$ cat src/rtl/core/ttw_pkg.sv
package ttw_pkg;

    // Default screen geometry.
    localparam int DEF_COLS     = 80;
    localparam int DEF_ROWS     = 25;
    localparam int DEF_TAB_STEP = 4;

    // Field widths of the stream payloads.
    localparam int CMD_W  = 2;
    localparam int CHAR_W = 8;
    localparam int ATTR_W = 8;
    localparam int POS_W  = 7;
    localparam int IDX_W  = 11;
    localparam int CELL_W = CHAR_W + ATTR_W;

    // Character codes with special meaning.
    localparam logic [CHAR_W-1:0] CH_NEWLINE = 8'd10;
    localparam logic [CHAR_W-1:0] CH_TAB     = 8'd9;
    localparam logic [CHAR_W-1:0] CH_BLANK   = 8'd32;
    localparam logic [CHAR_W-1:0] CH_ERR     = 8'd69;

    // Reset values of the attribute registers.
    localparam logic [ATTR_W-1:0] TEXT_COLOR_RST  = 8'd31;
    localparam logic [ATTR_W-1:0] ERROR_COLOR_RST = 8'd79;

    typedef enum logic [0:0] {
        REG_TEXT_COLOR  = 1'b0,
        REG_ERROR_COLOR = 1'b1
    } t_reg;

    typedef enum logic [CMD_W-1:0] {
        CMD_PUT   = 2'd0,
        CMD_READ  = 2'd1,
        CMD_CLEAR = 2'd2
    } t_cmd;

    // Commands from the controller to the datapath.
    typedef struct packed {
        logic take;        // latch the input beat
        logic exec;        // single-cell write, cursor update, capture result
        logic res_direct;  // present the freshly computed result
        logic out_load;    // load the output register
        logic copy;        // scroll copy step
        logic blank;       // blank one cell at the sweep counter
        logic sw_zero;     // sweep counter to zero
        logic sw_tail;     // sweep counter to start of last row
    } t_ctl;

    // Status from the datapath to the controller.
    typedef struct packed {
        t_cmd op;
        logic scroll;
        logic copy_last;
        logic fill_last;
    } t_stat;

    typedef struct packed {
        logic [CELL_W-1:0] cell_data;
        logic [IDX_W-1:0]  cursor_index;
        logic              out_of_bounds;
        logic              scrolled;
    } t_res;

endpackage

$ cat src/rtl/core/ttw_ctrl.sv
module ttw_ctrl (
    input  logic          i_clk,
    input  logic          i_rst_n,
    input  logic          i_s_tvalid,
    input  logic          i_out_free,
    input  ttw_pkg::t_stat i_stat,
    output logic          o_s_tready,
    output ttw_pkg::t_ctl o_ctl
);
    import ttw_pkg::*;

    typedef enum logic [6:0] {
        S_IDLE  = 7'b0000001,
        S_EXEC  = 7'b0000010,
        S_COPY  = 7'b0000100,
        S_FLUSH = 7'b0001000,
        S_BLANK = 7'b0010000,
        S_CLEAR = 7'b0100000,
        S_DONE  = 7'b1000000
    } t_state;

    t_state r_state;
    t_state n_state;

    always_ff @(posedge i_clk) begin
        if (!i_rst_n) begin
            r_state <= S_IDLE;
        end else begin
            r_state <= n_state;
        end
    end

    always_comb begin
        n_state    = r_state;
        o_ctl      = '0;
        o_s_tready = 1'b0;
        case (r_state)
            S_IDLE: begin
                o_s_tready = 1'b1;
                if (i_s_tvalid) begin
                    o_ctl.take = 1'b1;
                    n_state    = S_EXEC;
                end
            end
            S_EXEC: begin
                o_ctl.exec = 1'b1;
                if (i_stat.op == CMD_CLEAR) begin
                    o_ctl.sw_zero = 1'b1;
                    n_state       = S_CLEAR;
                end else if (i_stat.op == CMD_PUT && i_stat.scroll) begin
                    o_ctl.sw_zero = 1'b1;
                    n_state       = S_COPY;
                end else if (i_out_free) begin
                    o_ctl.out_load   = 1'b1;
                    o_ctl.res_direct = 1'b1;
                    n_state          = S_IDLE;
                end else begin
                    n_state = S_DONE;
                end
            end
            S_COPY: begin
                o_ctl.copy = 1'b1;
                if (i_stat.copy_last) begin
                    o_ctl.sw_tail = 1'b1;
                    n_state       = S_FLUSH;
                end
            end
            S_FLUSH: begin
                n_state = S_BLANK;
            end
            S_BLANK: begin
                o_ctl.blank = 1'b1;
                if (i_stat.fill_last) begin
                    n_state = S_DONE;
                end
            end
            S_CLEAR: begin
                o_ctl.blank = 1'b1;
                if (i_stat.fill_last) begin
                    n_state = S_DONE;
                end
            end
            S_DONE: begin
                if (i_out_free) begin
                    o_ctl.out_load = 1'b1;
                    n_state        = S_IDLE;
                end
            end
            default: begin
                n_state = S_IDLE;
            end
        endcase
    end

endmodule

$ cat config.mk
export PLATFORM = sky130hd
export DESIGN_NAME = ttw_ctrl
export DESIGN_NICKNAME = d
export VERILOG_FILES = /design/src/rtl/core/ttw_pkg.sv /design/src/rtl/core/ttw_ctrl.sv
export SDC_FILE = /design/constraint.sdc
export NUM_CORES = 1
export LEC_CHECK = 0
export BUFFER_PORTS_ARGS = -buffer_cell sky130_fd_sc_hd__buf_4
export CAP_MARGIN = 5
export CORE_AREA = 2 2 39 41
export CTS_BUF_LIST = sky130_fd_sc_hd__clkbuf_16
export CTS_CLUSTER_SIZE = 10
export DETAILED_ROUTE_END_ITERATION = 12
export DIE_AREA = 0 0 41 43
export GPL_ROUTABILITY_DRIVEN = 0
export PLACE_DENSITY = 0.67
export SYNTH_ARGS = -nofsm -noshare
export SYNTH_HDL_FRONTEND = slang
export SYNTH_SLANG_ARGS = --single-unit
$ cat constraint.sdc
create_clock -name i_clk -period 2.8 [get_ports i_clk]
set_input_delay 0.42 -clock i_clk [delete_from_list [all_inputs] [get_ports i_clk]]
set_output_delay 0.42 -clock i_clk [all_outputs]
set_load 0.005 [all_outputs]
==> impl_metrics.ini <==
[routing]
viasPerCell = 5.44
avgRoutedWirePerCell_um = 13.8
drc = 0
ant_nets = 0
via_count = 511
wl_mm = 1.29
dr.pass1.iters = 2
drt_iter0_drc = 2

[power_and_ir_drop]
ir_drop_uv = 358
swShare_pct = 30.7
fin_total_pwr_uw = 591
power_density_mw_per_mm2 = 825
leakage_nw = 0.324
pwr-share-clk_pct = 40.9
seqPwrFrac_pct = 24.2
p_int_uw = 410
p_comb_share_pct = 34.9
power_switching_uw = 182

[final_layout]
final_net_count = 88
syn2layout_area_growth_pct = 44.0
drive_gt1_share_pct = 34.6
antenna-diode-count = 0
regMostFlops = r_state
multi_input_area_um2 = 328
largest_register_ffs = 7
final_cells = 94
seqCellArea_um2 = 140
num-fill-cells = 131
largest_registers = r_state (7)

[setup_path]
cpPeakStageDelay_ns = 0.60
required_ns = 2.38
rr_worst_depth = 5
worstReg2RegEnd = r_state[3]
path_cells = or4_4 -> nor4b_4 -> nand2_1 -> a21boi_0 -> buf_4
rrSetupSlack_ns = 0.83
critPathLaunchType = flop
end_kind = output pin
critical_path_class = flop to output pin
critical_path.max_fanout = 6
crit_arrival_ns = 1.96
crit_slowest_cell = or4_4
r2r-start = r_state[4]

[synth]
synth_cell_types = 27
yosysWarningCount = 0
synth_area_per_cell_um2 = 8.59
synth_area_leaders = dfxtp_1, nor4b_4, nand3_1
synth-seq-cells = 7
synth_ff_type = dfxtp_1
syn_area_um2 = 498
synthArstFlopShare_pct = 0
synth_top_area_share_pct = 28.1
ys_seq_area_share_pct = 28.1
synth_fp_nets = 67
synth_commonest_cells = dfxtp_1, inv_1, nor2_1, nand3_1
synthCells = 58
synth_most_common_cell = dfxtp_1
synth-edff-count = 0
synth_top_cell_by_area = dfxtp_1

[clocking]
post_cts_resized = 0
cts_tree = yes
clkLatencyLatePin_ns = 0.23
cts_buffers = 3
htreeDepth = 1
clkTransAtPathRegs_ns = 0.04
cts_setup_buffers = 0
clock-sinks = 7
cts_buffer_depth = 2
hold_buffers = 0
cts-root-buf = clkbuf_16

[sta]
finalHoldViolCount = 0
worst_pin_slew_ns = 0.538
fmax_mhz = 421
finalSetupViolations = 0
rsz0062_at_grt = false
finalSetupTns_ns = 0
fin_crit_ns = 2.38
clock_skew_ns = 0.00197
holdWs_ns = 0.412
drv_slew = 0
maxSlewHeadroom_pct = 63.7
post-route-period-util_pct = 84.9

[job]
drv_cap = 0

[global_routing]
antenna_found_initial = 0
grt_pass1_vias = 484
overflow = 0
grt_max_degree = 9
grt_pass1_wl_mm = 2.01
grt_usage_pct = 17.2

[placement]
dp.cells = 90
hpwl_um = 957
numPortBuffers = 17

[die]
core_region_area_mm2 = 0.00138
start_util_pct = 36.0
dieArea_mm2 = 0.00176
ioPinCount = 18
num_rows = 14
die_w_um = 41
die_y_um = 43

[min_path]
hold_path_depth = 2
hold_end = r_state[2]
hold_path.class = input pin to flop
hp-start = i_stat[4]

[run_status]
outcome = complete, no violations
[layer usage]
metal,up-vias,track usage [%],part of all wire (%)
met5,-,0,0
met4,0,8.00,1.2
met1,242,21.0,42
li1,251,-,-
met3,2,3.66,7.0
met2,16,27.2,49
[logic make-up (layout without fill, tap and decap cells)]
group,count (synthesis),in the layout,share of synthesized area (%)
flops,7,7,28.1
buf+inv,7,27,6.03
simple gates,32,32,45.0
xor+xnor,1,1,1.76
compound gates,11,11,19.1
[final cells by class]
| class | count | area share, % |
|---|---|---|
| Clock buffer | 3 | 10.5 |
| Clock inverter | 1 | 0.524 |
| Inverter | 6 | 3.14 |
| Multi-Input combinational cell | 44 | 45.7 |
| Sequential cell | 7 | 19.5 |
| Tap cell | 16 | 2.79 |
| Timing Repair Buffer | 17 | 17.8 |
[how the worst max path moves through the flow]
stage | from | endpoint
3_5_place_dp | r_state[4] | o_ctl[4]
6_report | r_state[4] | o_ctl[4]
2_1_floorplan | r_state[4] | o_ctl[4]
3_3_place_gp | r_state[4] | o_ctl[4]
5_1_grt | r_state[4] | o_ctl[4]
4_1_cts | r_state[4] | o_ctl[4]
[cell usage in the layout (no fill, tap or decap), types with 2 or more instances in the layout]
| cell | count |
|---|---|
| clkbuf_16 | 3 |
| nor2_1 | 6 |
| nor4b_4 | 2 |
| dfxtp_1 | 7 |
| nor3_1 | 2 |
| nand2_1 | 3 |
| buf_4 | 17 |
| nand3b_1 | 3 |
| o21ai_0 | 3 |
| and2_1 | 2 |
| nand3_1 | 5 |
| and3_1 | 3 |
| inv_1 | 7 |
[through the flow]
stage	setup slack, ns	instance area (um^2)	utilization, %
global route	0.354	717	51.8
floorplan	0.832	498	-
global placement	0.703	638	46.1
finish	0.422	717	51.8
detailed placement	0.665	638	46.1
CTS	0.406	717	51.8
[critical path, delay by kind of cell (launching register included)]
family / cells / cell delay, ns
and+or+nand+nor: 3 / 1.08
DFF: 1 / 0.35
AOI/OAI and AO/OA: 1 / 0.17
buffers and inverters: 1 / 0.13
[power groups by stage]
stage          Clock, mW  Sequential, mW  Combinational (mW)
3_5_place_dp           0           0.143               0.206
3_3_place_gp           0           0.143               0.206
5_1_grt            0.250           0.145               0.228
4_1_cts            0.243           0.143               0.208
6_report           0.242           0.143               0.206
2_1_floorplan          0           0.137               0.141
Note: power is estimated with default switching activity, not from simulation.
